==> config.mk <==
export PLATFORM = sky130hd
export DESIGN_NAME = error_diffusion_dither
export DESIGN_NICKNAME = d
export VERILOG_FILES = /design/src/hw/rtl/edd_pkg.sv /design/src/hw/rtl/edd_line_buffer.sv /design/src/hw/rtl/edd_diffuse.sv /design/src/hw/rtl/error_diffusion_dither.sv
export SDC_FILE = /design/constraint.sdc
export NUM_CORES = 2
export LEC_CHECK = 0
export ABC_AREA = 1
export BUFFER_PORTS_ARGS = -buffer_cell sky130_fd_sc_hd__buf_2
export CAP_MARGIN = 15
export CORE_MARGIN = 3
export CORE_UTILIZATION = 45
export DETAILED_ROUTE_END_ITERATION = 8
export GPL_TIMING_DRIVEN = 0
export PLACE_DENSITY_LB_ADDON = 0.25
export SYNTH_ARGS = -nofsm -noshare
export SYNTH_HDL_FRONTEND = slang
export SYNTH_SLANG_ARGS = --single-unit
==> constraint.sdc <==
create_clock -name aclk -period 24.2 [get_ports aclk]
set_input_delay 0 -clock aclk [delete_from_list [all_inputs] [get_ports aclk]]
set_output_delay 0 -clock aclk [all_outputs]
set_load 0.01 [all_outputs]
==> src/hw/rtl/edd_pkg.sv <==
// edd_pkg: shared sizes, register indexes and types of the error diffusion dither
// used by edd_line_buffer, edd_diffuse and error_diffusion_dither; depends on nothing
`default_nettype none

package edd_pkg;

    localparam int MaxWidth   = 256;
    localparam int MaxHeight  = 4096;

    localparam int ColW       = $clog2(MaxWidth);
    localparam int RowW       = $clog2(MaxHeight);
    localparam int ErrW       = 12;
    localparam int AccW       = 11;
    localparam int PixW       = 8;

    localparam int WidthRegW  = 9;
    localparam int HeightRegW = 13;
    localparam int ThrRegW    = 8;
    localparam int CfgDataW   = 13;
    localparam int CfgIdxW    = 2;

    localparam logic [CfgIdxW-1:0] CfgImageWidth     = 2'd0;
    localparam logic [CfgIdxW-1:0] CfgImageHeight    = 2'd1;
    localparam logic [CfgIdxW-1:0] CfgWhiteThreshold = 2'd2;

    typedef struct packed {
        logic                   en;
        logic [ColW-1:0]        addr;
        logic signed [ErrW-1:0] data;
    } wr_req_t;

    typedef struct packed {
        logic signed [ErrW-1:0] e7;
        logic signed [ErrW-1:0] e5;
        logic signed [ErrW-1:0] e3;
        logic signed [ErrW-1:0] e1;
    } shares_t;

endpackage

`default_nettype wire

==> src/hw/rtl/edd_line_buffer.sv <==
// edd_line_buffer: error memory for the next row, one write and one registered read a cycle
// forwards a write made in the same cycle as the read address; depends on edd_pkg
`default_nettype none

module edd_line_buffer (
    input  wire logic                                    aclk,
    input  wire logic                                    aresetn,
    input  wire edd_pkg::wr_req_t                        wr,
    input  wire logic [edd_pkg::ColW-1:0]                rd_addr,
    output logic signed [edd_pkg::ErrW-1:0]              rd_data
);

    logic signed [edd_pkg::ErrW-1:0] err_mem_reg [edd_pkg::MaxWidth];
    logic signed [edd_pkg::ErrW-1:0] rd_q_reg;
    logic signed [edd_pkg::ErrW-1:0] byp_data_reg;
    logic                            byp_valid_reg;

    always_ff @(posedge aclk) begin
        if (wr.en) begin
            err_mem_reg[wr.addr] <= wr.data;
        end
        rd_q_reg     <= err_mem_reg[rd_addr];
        byp_data_reg <= wr.data;
    end

    always_ff @(posedge aclk) begin
        if (!aresetn) begin
            byp_valid_reg <= 1'b0;
        end else begin
            byp_valid_reg <= wr.en && (wr.addr == rd_addr);
        end
    end

    assign rd_data = byp_valid_reg ? byp_data_reg : rd_q_reg;

endmodule

`default_nettype wire

==> src/hw/rtl/edd_diffuse.sv <==
// edd_diffuse: accumulate, saturate, threshold and split the quantization error
// combinational datapath of one pixel; depends on edd_pkg
`default_nettype none

module edd_diffuse (
    input  wire logic [edd_pkg::PixW-1:0]          gray,
    input  wire logic signed [edd_pkg::ErrW-1:0]   carry,
    input  wire logic signed [edd_pkg::ErrW-1:0]   above,
    input  wire logic [edd_pkg::ThrRegW-1:0]       threshold,
    output logic                                   white,
    output edd_pkg::shares_t                       shares
);

    localparam int SumW  = edd_pkg::ErrW + 1;
    localparam int ProdW = edd_pkg::ErrW + 4;

    localparam logic signed [SumW-1:0] AccMax = SumW'(1023);
    localparam logic signed [SumW-1:0] AccMin = -SumW'(1024);
    localparam logic signed [edd_pkg::ErrW-1:0] LevelWhite = edd_pkg::ErrW'(255);

    logic signed [SumW-1:0]          sum;
    logic signed [edd_pkg::AccW-1:0] acc;
    logic signed [edd_pkg::ErrW-1:0] err;

    function automatic logic signed [edd_pkg::ErrW-1:0] share(
        input logic signed [edd_pkg::ErrW-1:0] e,
        input logic [2:0]                      w
    );
        logic signed [ProdW-1:0] p;
        p = $signed({{4{e[edd_pkg::ErrW-1]}}, e}) * $signed({(ProdW-3)'(0), w});
        if (p[ProdW-1]) begin
            p = p + ProdW'(15);
        end
        return edd_pkg::ErrW'(p >>> 4);
    endfunction

    always_comb begin
        sum = $signed({(SumW-edd_pkg::PixW)'(0), gray})
            + SumW'(carry) + SumW'(above);
        if (sum > AccMax) begin
            acc = edd_pkg::AccW'(AccMax);
        end else if (sum < AccMin) begin
            acc = edd_pkg::AccW'(AccMin);
        end else begin
            acc = edd_pkg::AccW'(sum);
        end
        white = acc >= $signed({(edd_pkg::AccW-edd_pkg::ThrRegW)'(0), threshold});
        err   = edd_pkg::ErrW'(acc) - (white ? LevelWhite : edd_pkg::ErrW'(0));
        shares.e7 = share(err, 3'd7);
        shares.e5 = share(err, 3'd5);
        shares.e3 = share(err, 3'd3);
        shares.e1 = share(err, 3'd1);
    end

endmodule

`default_nettype wire

==> src/hw/rtl/error_diffusion_dither.sv <==
// error_diffusion_dither: Floyd-Steinberg dither of an 8-bit gray raster to one bit per pixel
// result registered the cycle after its input beat; 1 pixel per cycle when output not stalled
// the line buffer read for the next column is issued the cycle before, with write forwarding
// reset clears position, carried errors, pending write and the output beat
// configuration resets to width 128, height 128, threshold 128; line buffer is not cleared
`default_nettype none

module error_diffusion_dither (
    input  wire logic                             aclk,
    input  wire logic                             aresetn,
    input  wire logic                             cfg_we,
    input  wire logic [edd_pkg::CfgIdxW-1:0]      cfg_index,
    input  wire logic [edd_pkg::CfgDataW-1:0]     cfg_data,
    input  wire logic                             s_valid,
    output logic                                  s_ready,
    input  wire logic [edd_pkg::PixW-1:0]         s_gray_value,
    output logic                                  m_valid,
    input  wire logic                             m_ready,
    output logic                                  m_white_bit,
    output logic                                  m_end_of_row,
    output logic                                  m_end_of_frame
);

    localparam int ErrW = edd_pkg::ErrW;
    localparam int ColW = edd_pkg::ColW;
    localparam int RowW = edd_pkg::RowW;
    localparam int WW   = edd_pkg::WidthRegW;
    localparam int HW   = edd_pkg::HeightRegW;

    logic [WW-1:0]                  width_reg;
    logic [HW-1:0]                  height_reg;
    logic [edd_pkg::ThrRegW-1:0]    thr_reg;

    logic [ColW-1:0]                col_reg, col_next;
    logic [RowW-1:0]                row_reg, row_next;
    logic signed [ErrW-1:0]         carry_reg, carry_next;
    logic signed [ErrW-1:0]         below_reg, below_next;
    logic signed [ErrW-1:0]         below_left_reg, below_left_next;
    edd_pkg::wr_req_t               pend_reg, pend_next;

    logic                           m_valid_reg;
    logic                           white_reg, eor_reg, eof_reg;

    logic [WW-1:0]                  w_eff;
    logic [HW-1:0]                  h_eff;
    logic                           first_col, last_col, first_row, last_row;
    logic                           s_fire;
    logic signed [ErrW-1:0]         lb_rd_data, above;
    logic signed [ErrW-1:0]         bl_sum;
    logic                           white;
    edd_pkg::shares_t               shares;
    edd_pkg::wr_req_t               wr;

    assign s_ready = !m_valid_reg || m_ready;
    assign s_fire  = s_valid && s_ready;

    always_comb begin
        if (width_reg == '0) begin
            w_eff = WW'(1);
        end else if (width_reg > WW'(edd_pkg::MaxWidth)) begin
            w_eff = WW'(edd_pkg::MaxWidth);
        end else begin
            w_eff = width_reg;
        end
        if (height_reg == '0) begin
            h_eff = HW'(1);
        end else if (height_reg > HW'(edd_pkg::MaxHeight)) begin
            h_eff = HW'(edd_pkg::MaxHeight);
        end else begin
            h_eff = height_reg;
        end
    end

    assign first_col = (col_reg == '0);
    assign last_col  = ((WW'(col_reg) + WW'(1)) >= w_eff);
    assign first_row = (row_reg == '0);
    assign last_row  = ((HW'(row_reg) + HW'(1)) >= h_eff);

    assign above = first_row ? ErrW'(0) : lb_rd_data;

    edd_diffuse u_diffuse (
        .gray      (s_gray_value),
        .carry     (carry_reg),
        .above     (above),
        .threshold (thr_reg),
        .white     (white),
        .shares    (shares)
    );

    assign bl_sum = below_reg + shares.e5;

    always_comb begin
        col_next        = col_reg;
        row_next        = row_reg;
        carry_next      = carry_reg;
        below_next      = below_reg;
        below_left_next = below_left_reg;
        pend_next       = '0;
        wr              = pend_reg;
        if (s_fire) begin
            if (!last_row && !first_col) begin
                wr.en   = 1'b1;
                wr.addr = col_reg - ColW'(1);
                wr.data = below_left_reg + shares.e3;
            end else if (!last_row && last_col) begin
                wr.en   = 1'b1;
                wr.addr = col_reg;
                wr.data = bl_sum;
            end
            if (!last_row && last_col && !first_col) begin
                pend_next.en   = 1'b1;
                pend_next.addr = col_reg;
                pend_next.data = bl_sum;
            end
            if (last_col) begin
                col_next        = '0;
                row_next        = last_row ? '0 : row_reg + RowW'(1);
                carry_next      = '0;
                below_next      = '0;
                below_left_next = '0;
            end else begin
                col_next        = col_reg + ColW'(1);
                carry_next      = shares.e7;
                below_next      = shares.e1;
                below_left_next = bl_sum;
            end
        end
    end

    edd_line_buffer u_line_buffer (
        .aclk    (aclk),
        .aresetn (aresetn),
        .wr      (wr),
        .rd_addr (col_next),
        .rd_data (lb_rd_data)
    );

    always_ff @(posedge aclk) begin
        if (!aresetn) begin
            width_reg  <= WW'(128);
            height_reg <= HW'(128);
            thr_reg    <= edd_pkg::ThrRegW'(128);
        end else if (cfg_we) begin
            unique case (cfg_index)
                edd_pkg::CfgImageWidth:     width_reg  <= cfg_data[WW-1:0];
                edd_pkg::CfgImageHeight:    height_reg <= cfg_data[HW-1:0];
                edd_pkg::CfgWhiteThreshold: thr_reg    <= cfg_data[edd_pkg::ThrRegW-1:0];
                default: begin
                end
            endcase
        end
    end

    always_ff @(posedge aclk) begin
        if (!aresetn) begin
            col_reg        <= '0;
            row_reg        <= '0;
            carry_reg      <= '0;
            below_reg      <= '0;
            below_left_reg <= '0;
            pend_reg       <= '0;
            m_valid_reg    <= 1'b0;
        end else begin
            col_reg        <= col_next;
            row_reg        <= row_next;
            carry_reg      <= carry_next;
            below_reg      <= below_next;
            below_left_reg <= below_left_next;
            pend_reg       <= pend_next;
            if (s_fire) begin
                m_valid_reg <= 1'b1;
            end else if (m_ready) begin
                m_valid_reg <= 1'b0;
            end
        end
    end

    always_ff @(posedge aclk) begin
        if (s_fire) begin
            white_reg <= white;
            eor_reg   <= last_col;
            eof_reg   <= last_col && last_row;
        end
    end

    assign m_valid        = m_valid_reg;
    assign m_white_bit    = white_reg;
    assign m_end_of_row   = eor_reg;
    assign m_end_of_frame = eof_reg;

endmodule

`default_nettype wire

==> run metrics <==
hold buffers post-CTS=55; flops & latches, synth=3205; total core area=310000 sq um; final cell count without fillers=17800; Port Buf Inserts=32; Pre-antenna DRT Iters=9; Clk pin slew, worst setup/hold paths=60 ps; critical path peak fanout=71; Synth top cells by count=edfxtp_1, nand3_1, nand2_1; Hold Crit Class=in2reg; status=finished clean; routed wire length per instance=between 20 and 30 um; vias in the first global route=95600; Worst EP required=24860 ps; post-route setup slack=9920 ps; Root Buffer Master=clkbuf_16; largest net degree at the start of global routing=92; die area=319000 sq um; Mapped Cells=12700; Setup Buffers After CTS=0; synth top area cells=edfxtp_1, nand3_1, nand2_1; # resized after CTS=0; Synth Net Count=roughly 13000; Max Clk Rate=70.0 MHz; Seq/Total Area, Yosys=67.7%; Clock Skews=roughly 47 ps; vias=104000; critical path endpoint category=register; synth warn=0; CP Class=reg2reg; routed wire length=about 530 mm; clock buffer depth=4; Fin Setup TNS=0 ps; Rel. slew slack=10.3%; synthesized area per cell=11.1 sq um; grt ovf=0; Initial Utilization=between 40% and 50%; die width=564 um; Post-synth EDFFs=3075; proportion of layout cells with a drive suffix above 1=12.0%; Design Area, Final=163000 sq um; std cell rows=204; Slowest-stage cell, CP=nand2_4; worst hold start=cfg_index[1]; CTS H-tree lvls=5; count of pins over their slew limit=0; met1 wire length=195 mm; Top FF cell, synth=edfxtp_1; Yosys top cell by area=edfxtp_1; max incr delay on CP=630 ps; P&R area growth vs syn=16.2%; Max Used Layer=met5; DIE HEIGHT=between 500 and 600 um; Final min period=14280 ps; Crit Reg-Reg Startpoint=row_reg[0]$_SDFFE_PN0P_; Synth cell types=53; Final HPWL DP=about 390 mm; unrepaired setup endpoints after global routing=no; Filler Cells Inserted=26600; asr flop ratio synth=0%; Iter 0 DRT Violations=16500; CTS tree=done; gr usage total=around a third; max reg flops=3072; Yosys top cell area share=between 60% and 70%; Inst Count DP=17100; Num CTS Buffers=345; vias per cell=5.83; crit path DAT=14950 ps; count leader, synth=edfxtp_1; RD Place Congestion=1.03; Tcrit/Tclk final=between 50% and 60%; DR WL met3=63.2 mm; met2 routed WL=233 mm; Routed Antenna Nets=0; first-pass GRT wire length=725 mm; max_cap viols=0; actual slew at the worst max-slew pin=about 1300 ps; Worst Setup SP=row_reg[0]$_SDFFE_PN0P_; initial antenna violation count=22; synthesized area=140000 sq um; Top cell by count, worst path=nand2_1; io pins=33; kind of start point of the critical path=register; number of nets in the layout=13600; Hold Vio Cnt, Final=0; placed inst area=151000 sq um; final setup fails=0; number of remaining DRC errors=0; CTS sink cnt=3205; Clk Latency, worst-skew pair=roughly 950 ps; pre-CTS WS=10050 ps
-- cell families after synthesis --
family                   Yosys count  share of synthesized area, %
flip-flops                      3205                          67.7
AO/OA/AOI/OAI                   1875                          7.71
adder cells (fa/ha/maj)          159                          1.55
AND/OR/NAND/NOR                 4667                          15.0
XOR/XNOR                          92                         0.574
buffers and inverters           2660                          7.55
-- worst max-delay path: cells and delay by family (launching register included) --
| kind | cells | cell delay, ps |
|---|---|---|
| AO/OA/AOI/OAI | 17 | 3380 |
| XOR/XNOR | 2 | 360 |
| adder cells (fa/ha/maj) | 8 | 2740 |
| buffers and inverters | 12 | 2130 |
| flip-flops | 1 | 360 |
| AND/OR/NAND/NOR | 31 | 4780 |
-- routing by layer --
layer,vias to the layer above,track usage (%)
li1,45300,-
met1,50700,42.7
met2,6662,49.2
met3,1336,7.19
met4,8,19.5
met5,-,0
-- per-stage QoR --
step | util (%) | hold slack (ps)
floorplan | - | 126
global placement | 47.0 | 255
detailed placement | 48.9 | 261
CTS | 52.6 | 12.5
global route | 52.6 | 131
finish | 52.7 | 101
-- final timing paths --
kind / endpoint / slack (ps) / depth (start not counted)
min reg2reg: below_reg[7]$_SDFFE_PN0P_ / 470 / 2
max: u_line_buffer.err_mem_reg[233][11]$_DFFE_PP_ / 9920 / 70
min: width_reg[6]$_SDFFE_PN0P_ / 100 / 5
max reg2reg: u_line_buffer.err_mem_reg[233][11]$_DFFE_PP_ / 9920 / 70
-- layout make-up --
class | instances | area, sq um | share of cell area (%)
multi-input combinational | 6793 | 35300 | 21.7
timing repair buffer | 413 | 6110 | 3.75
tap | 4120 | 5150 | 3.16
antenna | 9 | 22.5 | 0.0138
clock buffer | 424 | 9130 | 5.60
sequential | 3205 | 94900 | 58.2
buffer | 754 | 3430 | 2.11
clock inverter | 200 | 1740 | 1.07
inverter | 1906 | 7150 | 4.39
-- layout by cell type (no fill, tap or decap), types with 73 or more instances in the layout --
master,n
a21oi_1,640
or2_2,129
buf_2,466
xor2_1,73
clkinv_1,81
buf_8,104
nand3b_1,103
inv_1,1881
nand2_1,1903
dfxtp_1,130
buf_4,80
nor2_1,305
ha_1,135
clkbuf_16,353
o211ai_1,511
nor2_2,164
edfxtp_1,3075
nand3_1,1982
clkbuf_1,311
o21ai_0,648
Power is not shown: default switching activity piles up to over one toggle a cycle in this logic, so the estimate is an artifact.
